$ cat src/rtl/core/smon_pkg.sv
// Shared constants and types of the sliding window offset monitor.
package smon_pkg;

	localparam int CHANNELS_DEF           = 16;
	localparam int WINDOW_DEPTH_DEF       = 64;
	localparam int MAX_PACKET_SAMPLES_DEF = 4096;

	localparam int CFG_IDX_W = 2;
	localparam logic [CFG_IDX_W-1:0] CFG_THRESHOLD = 2'd0;
	localparam logic [CFG_IDX_W-1:0] CFG_PERIOD    = 2'd1;
	localparam logic [CFG_IDX_W-1:0] CFG_WINDOW    = 2'd2;

	localparam int WPK_W = 7;
	localparam int RUN_W = 16;

	localparam logic [31:0]      THRESHOLD_RST = 32'd1048576;
	localparam logic [31:0]      PERIOD_RST    = 32'd60000;
	localparam logic [WPK_W-1:0] WINDOW_RST    = 7'd64;
	localparam logic [RUN_W-1:0] RUN_MAX       = 16'hFFFF;

	typedef enum logic [2:0] {
		S_IDLE,
		S_CH_RD,
		S_ENT_RD,
		S_DIVIDE,
		S_FINISH
	} smon_state_t;

endpackage

$ cat src/rtl/core/smon_pkt_accum.sv
// Packet accumulator: sums the samples of the packet in progress.
module smon_pkt_accum #(
	parameter int MAX_PACKET_SAMPLES = smon_pkg::MAX_PACKET_SAMPLES_DEF
) (
	input  logic clk,
	input  logic arst_n,
	input  logic en,
	input  logic [31:0] sample,
	input  logic packet_end,
	output logic signed [32+$clog2(MAX_PACKET_SAMPLES)-1:0] pkt_sum,
	output logic [$clog2(MAX_PACKET_SAMPLES+1)-1:0] pkt_cnt
);
	import smon_pkg::*;

	localparam int ACC_W = 32 + $clog2(MAX_PACKET_SAMPLES);
	localparam int CNT_W = $clog2(MAX_PACKET_SAMPLES + 1);

	logic signed [ACC_W-1:0] acc_q, acc_nx;
	logic [CNT_W-1:0] cnt_q, cnt_nx;
	logic take;

	always_comb begin
		take   = cnt_q < CNT_W'(MAX_PACKET_SAMPLES);
		acc_nx = take ? acc_q + {{(ACC_W-32){sample[31]}}, sample} : acc_q;
		cnt_nx = take ? cnt_q + CNT_W'(1) : cnt_q;
	end

	always_ff @(posedge clk or negedge arst_n) begin
		if (!arst_n) begin
			acc_q <= '0;
			cnt_q <= '0;
		end else if (en) begin
			if (packet_end) begin
				acc_q <= '0;
				cnt_q <= '0;
			end else begin
				acc_q <= acc_nx;
				cnt_q <= cnt_nx;
			end
		end
	end

	always_ff @(posedge clk) begin
		if (en && packet_end) begin
			pkt_sum <= acc_nx;
			pkt_cnt <= cnt_nx;
		end
	end

endmodule

$ cat config.mk
export PLATFORM = sky130hd
export DESIGN_NAME = smon_pkt_accum
export DESIGN_NICKNAME = d
export VERILOG_FILES = /design/src/rtl/core/smon_pkg.sv /design/src/rtl/core/smon_pkt_accum.sv
export SDC_FILE = /design/constraint.sdc
export NUM_CORES = 1
export LEC_CHECK = 0
export ABC_AREA = 1
export BUFFER_PORTS_ARGS = -buffer_cell sky130_fd_sc_hd__buf_2
export CAP_MARGIN = 0
export CORE_UTILIZATION = 52
export DETAILED_ROUTE_END_ITERATION = 10
export GPL_TIMING_DRIVEN = 0
export PLACE_DENSITY = 0.77
export SYNTH_ARGS = -nofsm -noshare
export SYNTH_HDL_FRONTEND = slang
export SYNTH_SLANG_ARGS = --single-unit
$ cat constraint.sdc
create_clock -name clk -period 2.6 [get_ports clk]
set_clock_uncertainty 0.1 [all_clocks]
set_input_delay 0 -clock clk [delete_from_list [all_inputs] [get_ports clk]]
set_output_delay 0 -clock clk [all_outputs]
set_load 0.05 [all_outputs]
Yosys cells after proc, flatten, opt, wreduce, memory -nomap -nowiden --
Cells that the tools add are included. W data, S select, Z words.
Cells by class: $add $sub $neg 2, order comparisons 1, muxes and demuxes 4, reductions and logical operators 1
Operator list (count):
- $mux W44 | 2
- $add A44 B44 Y44 | 1
- $mux W13 | 2
- $add A13 B1 Y13 const B | 1
- $lt A13 B13 Y1 const B | 1
- $logic_and A1 B1 Y1 | 1
Storage, ports and cells: flip-flop bits (word level) 114, input bits 36, output and inout bits 57, logic and storage cells 12

Logic depth before layout (Yosys ltp) --
depth after elaboration 3, mapped depth 16, gate-level depth less buffers 16

Worst setup path after synthesis --
No wires, ideal clock.
path kind reg-to-reg, start register acc_q[0], end register pkt_sum[36], data pin, setup time 0.255 ns, arrival 1.854 ns, required time 2.245 ns, setup slack 0.391 ns, cell stages (with the launch flop) 13, buffers on the path 0, period minus slack after synthesis 2.209 ns, cells stage by stage dfrtp_1 ha_1 fa_1 nand2_1 nand3_1 and2_1 nand3b_4 nand3_2 nand2_1 nand2_1 nand2_1 nand3_1 and2_1
On the way: word-level cells in the longest chain between the ends 2
RTL lines:
- start, declared | RTL line smon_pkt_accum.sv:18 | logic signed [ACC_W-1:0] acc_q, acc_nx;
- start signal, assigned | RTL line smon_pkt_accum.sv:37 | acc_q <= acc_nx;
- $add A44 B44 Y44 | RTL line smon_pkt_accum.sv:24 | acc_nx = take ? acc_q + {{(ACC_W-32){sample[31]}}, sample} : acc_q;
- $mux W44 | RTL line smon_pkt_accum.sv:24
- net acc_nx[36] | RTL line smon_pkt_accum.sv:18
- end signal, assigned | RTL line smon_pkt_accum.sv:45 | pkt_sum <= acc_nx;
- end, declared | RTL line smon_pkt_accum.sv:10 | output logic signed [32+$clog2(MAX_PACKET_SAMPLES)-1:0] pkt_sum,
The timed path passes the listed nets, and every way through them passes these cells. A chain may end at the register's enable or synchronous reset.

Worst setup path in the final report --
start register acc_q[17], end register pkt_sum[37], data pin
Same word-level chain as after synthesis.

==> impl_results.md <==
- Endpoint class of the critical path: flip-flop
- CTS Buffer Depth: 2
- Avg Cell Area, Syn: 6.879 sq um
- Synth Area in Adders: 6.821%
- Fraction of the mapped netlist area in compound gates: 6.178%
- Synth warn: 0
- GR Overflow Total: 0
- Mux contribution to synthesized area: 0%
- # diodes: 0
- Worst skew pair latency: 0.43 ns
- Layout fillers: 1463
- Crit path time final: 2.531 ns
- Crit-path slowest cell: dfrtp_1
- Status: completed
- Final WL: 23.12 mm
- Maxcap violations: 0
- Synthesized cell area: 0.008364 sq mm
- Tot Pwr: 8972 uW
- CTS tree: built
- Final setup viols: 0
- Flops & latches, synth: 114
- DRT iter0 DRCs: 582
- WL per Instance: 14.87 um
- Remaining DRCs: 0
- Largest net degree at the start of global routing: 58
- CP Class: flip-flop to flip-flop
- CP max FO: 4
- Netlist cell types: 41
- Row cnt: 45
- Post-Synth Simple-Gate Area: 36.95%
- Crit path top cell by count: nand2_1
- Root buffer cell: clkbuf_16
- Sink Count: 114
- Initial antenna violation count: 0
- Worst stage delay on the critical path: 0.43 ns
- Post-DP HPWL: 17.90 mm
- Ports: 93
- Die width: 128.8 um
- Die height: 128.8 um
- TNS Setup: 0 ns
- Fin crit share: 97.33%
- TritonCTS Buffers: 17
- Largest family of logic cells by synthesized area: simple AND/OR/NAND/NOR gates
- Hold WC Path Type: primary input to flip-flop
- Initial Util: 54.22%
- Max Freq: 0.3952 GHz
- Pwr/cell area: 920.9 mW/mm^2
- H-tree depth: 4
- Mapped Cells: 1216
- CP cell instances: ha_1, nand2_1, nor2_1, nand2_1, nor2_1, nand2_1, nand3_2, nand2_1, nand3_1, nand3_1, and2_1
- CP arrival: 2.61 ns
- First-pass GRT wire length: 36.50 mm
- CP delay by family, top: simple AND/OR/NAND/NOR gates
- Fin. Hold Viols: 0
- Seq/Total Area, Yosys: 37.52%
- Vias in the first global route: 7279
- Nets: 1412
- Slew @ Worst Pin: 0.7930 ns
- Gpl congestion: 0.9284
- Number of port buffers: 91
- Buf/Inv on CP: 0
- Util after Layout: 63.15%
- Layout cells sized above 1: 15.40%
- Core area: 0.01543 sq mm
- Clk slew on worst S/H paths: 0.06 ns
- Final antenna-violating net count: 0
- CP Launch Type: flip-flop
- XOR/XNOR Fraction of Synth Area: 1.990%
- DRT Pass-1 Iters: 6
- Pins Over Slew Limit: 0
- Leak: 0.005289 uW
- DR vias/cell: 5.106
- Setup bufs post-CTS: 0
- Crit path required time: 2.68 ns
- Via count: 7940
- DIE AREA: 0.01660 sq mm
- Area grow syn2layout: 16.48%
- Mapped Nets: 1297
- RSZ-0062 raised after global routing: true
- Peak supply drop: 0.6907 mV
- Max_slew headroom: 47.14%
- Tot GR Track Use: 29.34%
placed cells by master (no fill, tap or decap), types with 11 or more instances in the layout:
master,n
o21ai_0,24
nor2_1,73
or2_2,15
edfxtp_1,57
o21ai_1,11
nand2_1,465
dfrtp_1,57
clkbuf_1,11
nor2_2,19
clkbuf_16,17
inv_1,205
xor2_1,11
nand3_1,82
buf_2,99
nand3_2,11
nand2_2,12
a21oi_1,31
and2_1,15
ha_1,43
cell type report:
| cell class | count | area [sq um] | share of cell area, % |
|---|---|---|---|
| clock inverter | 13 | 128.9 | 1.323 |
| tap | 211 | 264.0 | 2.710 |
| sequential | 114 | 3138 | 32.21 |
| inverter | 208 | 780.7 | 8.013 |
| buffer | 21 | 101.3 | 1.040 |
| timing repair buffer | 96 | 518.0 | 5.317 |
| clock buffer | 19 | 442.9 | 4.546 |
| multi-input combinational | 873 | 4369 | 44.84 |
flip-flops by register name (all words and copies together) (netlist names):
signal	flops
acc_q	44
cnt_q	13
pkt_cnt	13
pkt_sum	44
synthesized netlist by cell type (all sizes together):
cell type / count / area [sq um]
a21oi: 33 / 168.9
a22o: 5 / 43.79
a31o: 2 / 17.52
a31oi: 2 / 12.51
and2: 17 / 108.9
buf: 11 / 63.81
clkbuf: 10 / 37.54
dfrtp: 57 / 1426
edfxtp: 57 / 1712
fa: 1 / 20.02
ha: 44 / 550.5
inv: 208 / 780.8
nand2: 477 / 1815
nand3: 93 / 515.5
nand3b: 2 / 27.53
nand4: 7 / 43.79
nor2: 92 / 387.9
nor3: 6 / 35.03
nor4: 2 / 12.51
o211ai: 1 / 7.510
o21a: 1 / 7.510
o21ai: 38 / 201.5
o21bai: 6 / 45.04
o22ai: 2 / 12.51
or2: 23 / 143.9
xnor2: 8 / 70.07
xor2: 11 / 96.34
worst register-to-register path: cells and delay by family, from the launching register on:
| family | cells | cell delay (ns) |
|---|---|---|
| adder cells (fa/ha/maj) | 1 | 0.37 |
| flip-flops | 1 | 0.43 |
| AND/OR/NAND/NOR | 10 | 1.37 |
repair_timing:
item                       in CTS  in global routing
hold buffers                    4                  0
hold endpoints to repair       76                  0
pin swaps                       0                  1
setup endpoints to repair       1                  6
resized for setup               1                  8
through the flow:
stage / setup slack [ns] / instances / hold slack, ns / area, sq um
detailed placement: 0.02594 / 1519 / 0.2464 / 9104
floorplan: 0.3913 / 1216 / -0.3956 / 8364
finish: 0.06950 / 1555 / 0.04063 / 9743
CTS: 0.06094 / 1555 / 0.02852 / 9718
global placement: 0.02721 / 1518 / 0.2297 / 9084
global route: -0.04516 / 1555 / 0.04219 / 9743
kinds of logic after synthesis:
family | Yosys count
AO/OA/AOI/OAI | 90
buffers and inverters | 229
XOR/XNOR | 19
flip-flops | 114
AND/OR/NAND/NOR | 719
adder cells (fa/ha/maj) | 45
routing by layer:
| metal | GRT usage, % | share of wire (%) | vias to the layer above |
|---|---|---|---|
| met2 | 46.04 | 44 | 278 |
| met5 | 0 | 0 | - |
| met3 | 6.362 | 7.0 | 30 |
| met4 | 8.443 | 1.7 | 0 |
| li1 | - | - | 4016 |
| met1 | 40.76 | 47 | 3616 |
report_power, final:
part / switching [uW] / internal, uW / total, uW
Clock: 937 / 1350 / 2290
Sequential: 227 / 2370 / 2590
Combinational: 2800 / 1290 / 4090
path summary, 6_finish.rpt:
path | start | to | slack (ns) | cells past startpoint
worst max-delay path | acc_q[17] | pkt_sum[37] | 0.07 | 11
worst min-delay path | sample[1] | pkt_sum[1] | 0.04 | 4
worst max register to register | acc_q[17] | pkt_sum[37] | 0.07 | 11
worst min register to register | acc_q[41] | acc_q[41] | 0.41 | 2
max in group asynchronous | arst_n | cnt_q[3] | 1.76 | 2
min in group asynchronous | arst_n | acc_q[25] | 0.09 | 2
Power figures use the tool's default switching activity.
