## src/rtl/core/smon_pkg.sv

```systemverilog
// Shared constants and types of the sliding window offset monitor.
package smon_pkg;

	localparam int CHANNELS_DEF           = 16;
	localparam int WINDOW_DEPTH_DEF       = 64;
	localparam int MAX_PACKET_SAMPLES_DEF = 4096;

	localparam int CFG_IDX_W = 2;
	localparam logic [CFG_IDX_W-1:0] CFG_THRESHOLD = 2'd0;
	localparam logic [CFG_IDX_W-1:0] CFG_PERIOD    = 2'd1;
	localparam logic [CFG_IDX_W-1:0] CFG_WINDOW    = 2'd2;

	localparam int WPK_W = 7;
	localparam int RUN_W = 16;

	localparam logic [31:0]      THRESHOLD_RST = 32'd1048576;
	localparam logic [31:0]      PERIOD_RST    = 32'd60000;
	localparam logic [WPK_W-1:0] WINDOW_RST    = 7'd64;
	localparam logic [RUN_W-1:0] RUN_MAX       = 16'hFFFF;

	typedef enum logic [2:0] {
		S_IDLE,
		S_CH_RD,
		S_ENT_RD,
		S_DIVIDE,
		S_FINISH
	} smon_state_t;

endpackage

```

## src/rtl/core/smon_div.sv

```systemverilog
// Restoring divider that produces one quotient bit per cycle.
module smon_div #(
	parameter int N = 51,
	parameter int D = 20
) (
	input  logic clk,
	input  logic arst_n,
	input  logic start,
	input  logic [N-1:0] dividend,
	input  logic [D-1:0] divisor,
	output logic [N-1:0] quotient,
	output logic done
);
	import smon_pkg::*;

	localparam int C_W = $clog2(N + 1);

	logic busy_q, done_q;
	logic [C_W-1:0] cnt_q;
	logic [D-1:0] div_q;
	logic [D-1:0] rem_q;
	logic [N-1:0] quo_q;
	logic [D:0] trial, diff;
	logic fits;

	always_comb begin
		trial = {rem_q, quo_q[N-1]};
		fits  = trial >= {1'b0, div_q};
		diff  = trial - {1'b0, div_q};
	end

	always_ff @(posedge clk or negedge arst_n) begin
		if (!arst_n) begin
			busy_q <= 1'b0;
			done_q <= 1'b0;
			cnt_q  <= '0;
		end else begin
			done_q <= 1'b0;
			if (start) begin
				busy_q <= 1'b1;
				cnt_q  <= C_W'(N);
			end else if (busy_q) begin
				cnt_q <= cnt_q - C_W'(1);
				if (cnt_q == C_W'(1)) begin
					busy_q <= 1'b0;
					done_q <= 1'b1;
				end
			end
		end
	end

	always_ff @(posedge clk) begin
		if (start) begin
			div_q <= divisor;
			rem_q <= '0;
			quo_q <= dividend;
		end else if (busy_q) begin
			rem_q <= fits ? diff[D-1:0] : trial[D-1:0];
			quo_q <= {quo_q[N-2:0], fits};
		end
	end

	assign quotient = quo_q;
	assign done     = done_q;

endmodule

```

## config.mk

```make
export PLATFORM = sky130hd
export DESIGN_NAME = smon_div
export DESIGN_NICKNAME = d
export VERILOG_FILES = /design/src/rtl/core/smon_pkg.sv /design/src/rtl/core/smon_div.sv
export SDC_FILE = /design/constraint.sdc
export NUM_CORES = 1
export LEC_CHECK = 0
export BUFFER_PORTS_ARGS = -buffer_cell sky130_fd_sc_hd__buf_2
export CAP_MARGIN = 20
export CORE_MARGIN = 2
export CORE_UTILIZATION = 23
export DETAILED_ROUTE_END_ITERATION = 10
export MAX_ROUTING_LAYER = met4
export SLEW_MARGIN = 20
export SYNTH_ARGS = -nofsm -noshare
export SYNTH_HDL_FRONTEND = slang
export SYNTH_SLANG_ARGS = --single-unit
```

## constraint.sdc

```tcl
create_clock -name clk -period 2.9 [get_ports clk]
set_clock_uncertainty 0.15 [all_clocks]
set_input_delay 0.145 -clock clk [delete_from_list [all_inputs] [get_ports clk]]
set_output_delay 0.145 -clock clk [all_outputs]
set_load 0.01 [all_outputs]
```

# Word-level counts from Yosys, hierarchy flattened

Index checks and enable logic that the tools add are counted.
Widths: inputs -> output; s select.

Flip-flop bits (word level): 99
Word-level logic and storage cells: 22
Input port bits: 74

Multiplexer cells: 11
Add/subtract/negate cells: 2
Reduce and logical (&&, ||, !) cells: 1
Equal/unequal tests: 1
Order comparisons: 1

Operators with widths:

| operator            | number |
|---|---|
| $mux 51             | 2 |
| $ge 21x20->1        | 1 |
| $mux 20             | 1 |
| $sub 20x20->20      | 1 |
| $mux 6              | 2 |
| $eq 6x1->1 const B  | 1 |
| $mux 1              | 6 |
| $sub 6x1->6 const B | 1 |
| $reduce_bool 2->1   | 1 |

# Logic depth before layout (Yosys ltp)

Gate-level depths: netlist (run 1).

Depth after elaboration: 4
Gate-level depth with buffers: 10
Gate-level depth less buffers: 10

# Worst setup path after synthesis (run 1)

No wires, ideal clock.

Path type: reg-to-reg
Start point: reg quo_q[50] (netlist: quotient[50])
End point: reg rem_q[18]
Path slack: 0.321 ns
Data arrival time: 2.366 ns
Clock period less this slack: 2.579 ns
Cell stages (with the launch flop): 11
Library setup time: 0.063 ns
Required time: 2.687 ns
Cell sequence: edfxtp_1 > inv_1 > ha_1 > fa_1 > nor2b_1 > o31ai_1 > a21oi_1 > a31oi_1 > mux2i_1 > or4_1 > nand3_1

Word-level cells in the longest chain between the ends: 2
Elaborated cells between the ends (all ways): 3
Classes of those cells: 1 x add/sub; 1 x order compare; 1 x mux

Ends and longest elaborated chain:

| what                                           | line                           | text |
|---|---|---|
| start: declaration                             | smon_div.sv:22                 | `logic [N-1:0] quo_q;` |
| start signal: assignment                       | smon_div.sv:56                 | `quo_q <= dividend;` |
| start signal: assignment                       | smon_div.sv:59                 | `quo_q <= {quo_q[N-2:0], fits};` |
| $sub 20x20->20 or $ge 21x20->1 (tied branches) | smon_div.sv:29, smon_div.sv:28 |  |
| $mux 20 (*)                                    | smon_div.sv:58                 | `rem_q <= fits ? diff[D-1:0] : trial[D-1:0];` |
| end signal: assignment                         | smon_div.sv:58                 |  |
| end: declaration                               | smon_div.sv:21                 | `logic [D-1:0] rem_q;` |

Mark *: on every way between the ends. The rest lies on a longest branch, timed or not.
A chain may end at the register's enable or synchronous reset.

# Final worst setup path (run 1)

Start point: reg div_q[4]
End point: reg rem_q[16]

Word-level cells in the longest chain between the ends: 2
Elaborated cells between the ends (all ways): 3
Classes of those cells: 1 x add/sub; 1 x order compare; 1 x mux

Ends and longest elaborated chain:

| what                                           | line                           | text |
|---|---|---|
| start: declaration                             | smon_div.sv:20                 | `logic [D-1:0] div_q;` |
| start signal: assignment                       | smon_div.sv:54                 | `div_q <= divisor;` |
| $sub 20x20->20 or $ge 21x20->1 (tied branches) | smon_div.sv:29, smon_div.sv:28 |  |
| $mux 20 (*)                                    | smon_div.sv:58                 |  |

Marked as above.

==> impl_metrics.yaml, run 1 <==
yosys:
  async_flop_share_pct: 8.081
  synth_top_area_share_pct: 40.85
  syn_inst: 435
  ys.warnings.count: 0
  yosysUniqueCellTypes: 66
  synth_edf_count: 71
  synth_fp_nets: 532
  synth.most_common_cell: "edfxtp_1"
  syn_area_sq_um: 5219
  yosys.area.top_type: "edfxtp_1"
  ys_ff_latch: 99
  synthTopCellsByCount: "edfxtp_1 (71), mux2_2 (51), inv_1 (29)"
  synth-main-ff-cell: "edfxtp_1"
  yosysSeqAreaShare_pct: 52.36
  avgSynthCellArea_sq_um: 12.00
  synth_area_leaders: "edfxtp_1 (41%), mux2_2 (11%), dfxtp_1 (7.7%)"
finish:
  syn2layout_area_growth_pct: 38.89
  drive_above_1_share_pct: 34.06
  fin_cells: 932
  nets: 738
  final_util_pct: 32.31
die:
  initial_utilization_pct: 23.26
  rows: 55
  coreArea_sq_um: 22430
  die_area_sq_um: 23910
  ios: 126
  die_w_microns: 154.6
  die_h_microns: 154.6
timing:
  relSlewSlack_pct: 54.27
  drv_slew: 0
  setup_violations: 0
  fin_crit_sh_pct: 94.28
  finalSetupTns_ps: 0
  worst_pin_slew_ps: 686.0
  min_period_ps: 2734
  rsz0062_at_grt: "no"
  max_freq_mhz: 365.7
  hold_violations: 0
place:
  place.gp.congestion: 0.7925
  dp_hpwl_mm: 8.809
  place_inst: 840
  port_buffers: 125
global_routing:
  grt_pass1_wl_mm: 20.87
  grt_overflow_total: 0
  grt_pass1_vias: 4245
  antenna_found_initial: 1
  grt_start_max_net_pins: 42
  grt_usage_pct: 11.29
clock_tree:
  clock_path_buffers: 2
  path_clk_slew_ps: 70
  clk_latency_ps: 360
  cts_tree: "built"
  numCtsBuffers: 9
  root_buffer: "clkbuf_16"
  cts.sinks: 99
  htree_num_levels: 3
routing:
  drc: 0
  firstDrtPassIters: 4
  num_vias: 4062
  wl_per_cell_microns: 13.92
  ant_nets: 0
  totalWireLength_mm: 12.98
  drt-initial-drc-count: 203
  vias_per_cell: 4.358
critical_path:
  rrSetupSlack_ps: 170
  criticalPathCategory: "reg -> reg"
  arrival_ps: 2850
  reg2reg_from: "div_q[4]$_DFFE_PP_"
  cp.required_ps: 3020
  crit_start: "div_q[4]$_DFFE_PP_"
  crit_path_max_fanout: 7
  crit_path_end_kind: "register"
  start_kind: "register"
job:
  maxCapViolations: 0
pwr:
  power_density_nw_per_um2: 667.5
  leakage_nw: 2.977
  max-vdd-ir-drop_mv: 0.3039
hold_path:
  min_path_type: "in -> async"
run_status:
  status: "complete, no violations"
placed cells by master (no fill, tap or decap), types with 4 or more instances in the layout:
cell type	netlist	layout
ha_1	22	22
xnor2_1	11	11
buf_4	0	12
dfrtp_1	8	8
nand3_1	8	8
o21ai_0	17	17
nor3_1	7	7
buf_2	0	124
a21oi_1	12	11
edfxtp_1	71	71
inv_1	29	28
o21ai_1	4	4
clkbuf_16	0	9
nor2b_1	5	4
dlygate4sd3_1	0	73
and3_1	5	5
nor2_1	28	27
nand2b_1	7	7
a211oi_1	12	12
nand2_1	21	21
mux2i_1	13	13
o21bai_1	5	5
xor2_1	5	5
dfxtp_1	20	20
mux2_2	51	51
layer usage:
layer  global-route usage, %  share of wire (%)  vias up
met3                   2.438                3.9       17
met2                   18.05                 48       95
met5                       -                  0        -
li1                        -                  -     2051
met4                   3.880                1.5        0
met1                   14.20                 47     1899
state kept, by name, indices dropped and copies added (netlist names):
signal    count
busy_q        1
cnt_q         6
div_q        20
rem_q        20
quotient     51
done          1
worst paths after layout:
kind | endpoint | cells past startpoint
worst max-delay path | rem_q[16]$_SDFFE_PP0P_ | 9
worst min-delay path | cnt_q[0]$_DFFE_PN0P_ | 2
worst max register to register | rem_q[16]$_SDFFE_PP0P_ | 9
worst min register to register | rem_q[17]$_SDFFE_PP0P_ | 2
max in group asynchronous | cnt_q[4]$_DFFE_PN0P_ | 2
min in group clk | rem_q[17]$_SDFFE_PP0P_ | 2
metrics by stage:
stage / power (mW) / area, sq um / setup WS [ps] / hold WS [ps]
global placement: 3.562 / 6198 / 193.7 / -149.6
finish: 4.838 / 7248 / 165.7 / 20.41
CTS: 4.850 / 7213 / 120.6 / 34.43
global route: 5.162 / 7248 / 2.757 / 50.74
floorplan: 3.168 / 5219 / 321.1 / -300.6
detailed placement: 3.567 / 6198 / 148.2 / -149.0
cells by family (layout without fill, tap and decap cells):
group / count (synthesis) / after routing / synth area share, %
AO/OA/AOI/OAI: 87 / 88 / 12.04
AND/OR/NAND/NOR: 102 / 102 / 10.14
multiplexers: 64 / 64 / 13.50
other: 0 / 1 / 0
XOR/XNOR: 16 / 16 / 2.685
buffers and inverters: 44 / 254 / 3.620
adder cells (fa/ha/maj): 23 / 23 / 5.658
flip-flops: 99 / 99 / 52.36
report_power, final:
part	internal [mW]	switching, mW
logic	0.842	0.916
registers	1.75	0.144
clock network	0.596	0.586
layout make-up:
type / count / area [sq um]
antenna: 1 / 2.502
clock buffer: 9 / 225.2
clock inverter: 7 / 58.81
fill: 2284 / 15190
inverter: 29 / 108.9
multi-input combinational: 293 / 2322
sequential: 99 / 2733
tap: 285 / 356.6
timing repair buffer: 209 / 1441
worst max-delay path: stages (launching register included):
cell      delay [ps]
edfxtp_1         330
inv_1             40
ha_1             370
a21oi_1          270
o211a_1          230
a21bo_1          170
a21oi_4           90
a221oi_2         620
nand2_1          120
a311oi_1         250
what timing repair did:
action,4_1_cts,5_1_grt
gates resized for setup,0,4
hold buffers,73,0
endpoints found under the hold margin,88,0
buffers inserted,0,1
endpoints found under the setup margin,0,4
Note: power is estimated with default switching activity, not from simulation.
==> run 2, diff against run 1 <==
- CTS_CLUSTER_DIAMETER: default -> 200
- SETUP_SLACK_MARGIN: default -> 0.5
==> run 2 against run 1 <==
Effect of this change: register-to-register slack gained 210 ps; worst hold slack gained 1.4 ps; sequential share of layout area shrank 2.6 points; flip-flop and latch count is the same; die area is the same; utilization grew 2.5 points; via count grew 5.9%.
==> impl_metrics.yaml, run 2 (synthesized netlist as in run 1, its figures left out) <==
timing:
  rsz0062_at_grt: "yes"
  relSlewSlack_pct: 55.90
  setup_violations: 0
  timing.hold.ws_ps: 21.86
  worst_pin_slew_ps: 661.5
  max_freq_mhz: 396.5
  drv_slew: 0
  finalSetupTns_ps: 0
  min_period_ps: 2522
  worst_slack_ps: 377.7
  fin_crit_sh_pct: 86.98
  hold_violations: 0
place:
  post-place-ws_ps: 160.3
  place.gp.congestion: 0.8168
  dp_hpwl_mm: 8.957
  port_buffers: 125
  place_inst: 835
die:
  ios: 126
  coreArea_sq_um: 22430
  initial_utilization_pct: 23.26
  die_h_microns: 154.6
  die_w_microns: 154.6
  rows: 55
  die_area_sq_um: 23910
finish:
  final_common_cell: "buf_2"
  largest_reg_flops: 51
  syn2layout_area_growth_pct: 49.44
  fillerInstances: 2214
  fin_cells: 950
  seq_area_sq_um: 2734
  multiInputGateArea_sq_um: 2684
  final_cell_mix: "buf_2 (124), dlygate4sd3_1 (72), edfxtp_1 (71)"
  drive_above_1_share_pct: 43.67
  nets: 756
critical_path:
  r2r_cells: 8
  start_kind: "register"
  crit_path_end_kind: "register"
  crit_path_max_fanout: 7
  cp.required_ps: 2860
  slowest_stage: "a221o_2"
  arrival_ps: 2490
  reg2reg_from: "div_q[18]$_DFFE_PP_"
  r2r_end: "quotient[0]$_DFFE_PP_"
  criticalPathCategory: "reg -> reg"
  rrSetupSlack_ps: 380
  max_stage_delay_ps: 460
  crit_chain: "inv_1, ha_1, and3_2, nand2_1, nor3_4, buf_4, a221o_2, mux2_4"
global_routing:
  grt_overflow_total: 0
  antenna_found_initial: 1
  grt_pass1_vias: 4476
  grt_start_max_net_pins: 50
  grt_usage_pct: 12.40
  grt_pass1_wl_mm: 23.12
clock_tree:
  root_buffer: "clkbuf_16"
  path_clk_slew_ps: 80
  htree_num_levels: 3
  cts.sinks: 99
  cts_tree: "built"
  clock_path_buffers: 2
  clk_latency_ps: 360
  numCtsBuffers: 9
pwr:
  switching_share_pct: 34.90
  switchingPower_mw: 1.920
  max-vdd-ir-drop_mv: 0.3064
  finalPower_mw: 5.501
  cell_internal_pwr_mw: 3.581
  leakage_nw: 3.144
  power.clock.fraction_pct: 22.2
  combPwrFrac_pct: 42.7
  p_seq_share_pct: 35.2
  power_density_nw_per_um2: 705.4
routing:
  totalWireLength_mm: 14.11
  vias_per_cell: 4.528
  wl_per_cell_microns: 14.85
  drt-initial-drc-count: 246
  drc: 0
  num_vias: 4302
  ant_nets: 0
  firstDrtPassIters: 7
job:
  maxCapViolations: 0
run_status:
  status: "complete, no violations"
hold_path:
  min_path_type: "in -> async"
[run 2: cell count changes in the layout (fill, tap and decap cells not counted), moves of 5 or more]
| cell | before | now |
|---|---|---|
| inv_2 | 1 | 9 |
| buf_6 | 0 | 5 |
| ha_4 | 0 | 12 |
| a21oi_1 | 11 | 6 |
| ha_1 | 22 | 7 |
| inv_1 | 28 | 20 |
| buf_4 | 12 | 23 |
[run 2: how the worst max path moves through the flow]
stage / startpoint / endpoint / slack (ps) / cells past startpoint
2_1_floorplan: quotient[50]$_DFFE_PP_ / rem_q[18]$_SDFFE_PP0P_ / 480 / 9
3_3_place_gp: div_q[3]$_DFFE_PP_ / rem_q[16]$_SDFFE_PP0P_ / 280 / 9
3_5_place_dp: div_q[1]$_DFFE_PP_ / rem_q[16]$_SDFFE_PP0P_ / 160 / 9
4_1_cts: div_q[4]$_DFFE_PP_ / quotient[0]$_DFFE_PP_ / 380 / 9
5_1_grt: div_q[4]$_DFFE_PP_ / rem_q[0]$_SDFFE_PP0P_ / 280 / 10
6_report: div_q[18]$_DFFE_PP_ / quotient[0]$_DFFE_PP_ / 380 / 8
[run 2: per-stage QoR]
| step | util [%] | area (sq um) |
|---|---|---|
| after CTS | 34.15 | 7661 |
| after floorplan | - | 5321 |
| after detailed placement | 27.92 | 6264 |
| after global routing | 34.76 | 7799 |
| final | 34.76 | 7799 |
| after global placement | 27.92 | 6264 |
[run 2: cell type report]
type	count	area share, %
clock inverters	7	0.8984
multi-input cells	294	34.41
inverters	29	1.396
diodes	1	0.03209
well taps	285	4.572
repair buffers	226	20.74
clock buffers	9	2.888
flip-flops and latches	99	35.06
[run 2: timing repair]
item                       in CTS  in global routing
gates cloned                    3                  0
resized for setup              45                 19
setup endpoints to repair      21                 21
hold endpoints to repair       79                  0
hold buffers                   72                  0
buffers inserted               17                  6
pin swaps                      35                 13
[run 2: power by group through the flow]
stage                     combinational [mW]  clock (mW)  sequential (mW)
after CTS                               2.18        1.27             1.93
after detailed placement                1.71           0             1.94
after global placement                  1.70           0             1.94
after global routing                    2.56        1.32             1.97
after floorplan                         1.32           0             1.95
final                                   2.35        1.22             1.94
[run 2: worst max-delay path, delay by kind of cell, from the launching register on]
kind,cells,cell delay [ps]
AO/OA/AOI/OAI,1,460
adder cells (fa/ha/maj),1,370
buffers and inverters,2,190
multiplexers,1,290
AND/OR/NAND/NOR,3,470
flip-flops,1,330
[run 2: per-layer routing]
layer	track usage, %	part of all wire [%]	wire, microns	vias up
met5	-	0	0	-
met2	19.13	47	6658	155
met3	3.474	5.5	774	25
met4	4.056	1.6	232	0
met1	15.76	46	6439	2042
li1	-	-	-	2080
==> run 3, diff against run 2 <==
- clock period: 2.9 -> 3.15 ns (I/O delays scaled with it)
==> run 3 against run 2 <==
Effect of this change: global-route usage decreased by 1.0 points; critical path depth is 1 higher; worst hold slack better by 18 ps; critical path type unchanged; largest cell class unchanged; largest power group unchanged.
==> impl_metrics.yaml, run 3 (synthesized netlist as in run 1, its figures left out) <==
routing:
  wl_per_cell_microns: 14.08
  totalWireLength_mm: 13.19
  drt-initial-drc-count: 243
  num_vias: 4165
  ant_nets: 0
  vias_per_cell: 4.445
  firstDrtPassIters: 4
  drc: 0
finish:
  fillerInstances: 2228
  final_cell_mix: "buf_2 (124), dlygate4sd3_1 (72), edfxtp_1 (71)"
  stdcell_area_sq_um: 7587
  final_util_pct: 33.82
  drive_above_1_share_pct: 39.26
  final_common_cell: "buf_2"
  nets: 744
  syn2layout_area_growth_pct: 45.38
  largest_reg_flops: 51
  antenna_cells: 0
critical_path:
  criticalPathCategory: "reg -> reg"
  crit_path_end_kind: "register"
  r2r_cells: 9
  crit_path_max_fanout: 6
  r2r_end: "rem_q[10]$_SDFFE_PP0P_"
  rrSetupSlack_ps: 580
  cp.required_ps: 3220
  arrival_ps: 2640
  start_kind: "register"
  reg2reg_from: "div_q[3]$_DFFE_PP_"
timing:
  hold_violations: 0
  min_period_ps: 2569
  max_freq_mhz: 389.2
  drv_slew: 0
  finalSetupTns_ps: 0
  relSlewSlack_pct: 56.31
  setup_violations: 0
  fin_crit_sh_pct: 81.56
  rsz0062_at_grt: "yes"
  worst_pin_slew_ps: 650.9
  timing.hold.ws_ps: 39.46
die:
  die_w_microns: 154.6
  rows: 55
  die_area_sq_um: 23910
  coreArea_sq_um: 22430
  ios: 126
  die_h_microns: 154.6
  initial_utilization_pct: 23.26
clock_tree:
  cts_tree: "built"
  cts.sinks: 99
  htree_num_levels: 3
  path_clk_slew_ps: 70
  clk_latency_ps: 350
  clock_path_buffers: 2
  root_buffer: "clkbuf_16"
  numCtsBuffers: 9
global_routing:
  grt_pass1_wl_mm: 21.25
  grt_usage_pct: 11.40
  grt_pass1_vias: 4230
  grt_start_max_net_pins: 70
  antenna_found_initial: 0
  grt_overflow_total: 0
place:
  dp_hpwl_mm: 8.402
  place.gp.congestion: 0.8064
  placed_area_sq_um: 6173
  port_buffers: 125
pwr:
  leakage_nw: 3.055
  power_density_nw_per_um2: 636.2
  max-vdd-ir-drop_mv: 0.2896
hold_path:
  min_path_type: "in -> async"
job:
  maxCapViolations: 0
run_status:
  status: "complete, no violations"
[run 3: cell count changes in the layout (fill, tap and decap cells not counted), moves of 3 or more]
| cell | change |
|---|---|
| mux2i_2 | -3 |
| buf_4 | -7 |
| inv_1 | +7 |
| ha_4 | -4 |
| buf_6 | -5 |
| inv_2 | -7 |
| mux2i_1 | +3 |
[run 3: timing repair]
action	in CTS	in global routing
buffers inserted	2	9
pin swaps	3	21
cloned	2	1
endpoints found under the hold margin	79	0
hold buffers	72	0
setup endpoints to repair	19	21
resized for setup	7	45
[run 3: power by group]
part           switching [mW]  leakage [nW]  internal, mW
Clock                   0.535         0.151         0.633
Sequential              0.146         0.989          1.61
Combinational           0.957          1.91         0.941
[run 3: per-layer routing]
layer	vias to the layer above	GRT usage, %	routed length (microns)
met3	13	2.522	484
met2	100	17.90	6434
met1	1987	14.71	6114
met4	0	3.571	158
li1	2065	-	-
met5	-	-	0
[run 3: how the worst max path moves through the flow]
| stage | startpoint | to | slack (ps) | depth (start not counted) |
|---|---|---|---|---|
| after CTS | div_q[4]$_DFFE_PP_ | rem_q[18]$_SDFFE_PP0P_ | 460 | 9 |
| after global placement | div_q[0]$_DFFE_PP_ | rem_q[18]$_SDFFE_PP0P_ | 400 | 9 |
| final | div_q[3]$_DFFE_PP_ | rem_q[10]$_SDFFE_PP0P_ | 580 | 9 |
| after floorplan | quotient[50]$_DFFE_PP_ | rem_q[18]$_SDFFE_PP0P_ | 570 | 10 |
| after global routing | div_q[1]$_DFFE_PP_ | rem_q[13]$_SDFFE_PP0P_ | 440 | 9 |
| after detailed placement | quotient[50]$_DFFE_PP_ | rem_q[18]$_SDFFE_PP0P_ | 330 | 10 |
[run 3: worst max-delay path: stages, from the launching register on]
cell and delay (ps):
edfxtp_1 340, inv_1 50, ha_2 380, nand2_2 100, a211o_1 250, a21bo_1 230, a21oi_4 270, a221o_2 340
mux2i_2 250, a211oi_2 80
[run 3: final cells by class]
class	count	area [sq um]	area share (%)
Clock buffer	9	225.2	2.968
Clock inverter	7	85.08	1.121
Inverter	29	108.9	1.435
Multi-Input combinational cell	295	2597	34.23
Sequential cell	99	2733	36.02
Tap cell	285	356.6	4.700
Timing Repair Buffer	213	1481	19.53
[run 3: per-stage QoR]
stage / cells / power [mW] / setup slack (ps)
3_5_place_dp: 835 / 3.255 / 328.7
5_1_grt: 937 / 5.145 / 440.7
6_report: 937 / 4.827 / 580.9
3_3_place_gp: 835 / 3.251 / 397.7
4_1_cts: 927 / 4.601 / 455.7
2_1_floorplan: 435 / 2.916 / 571.1
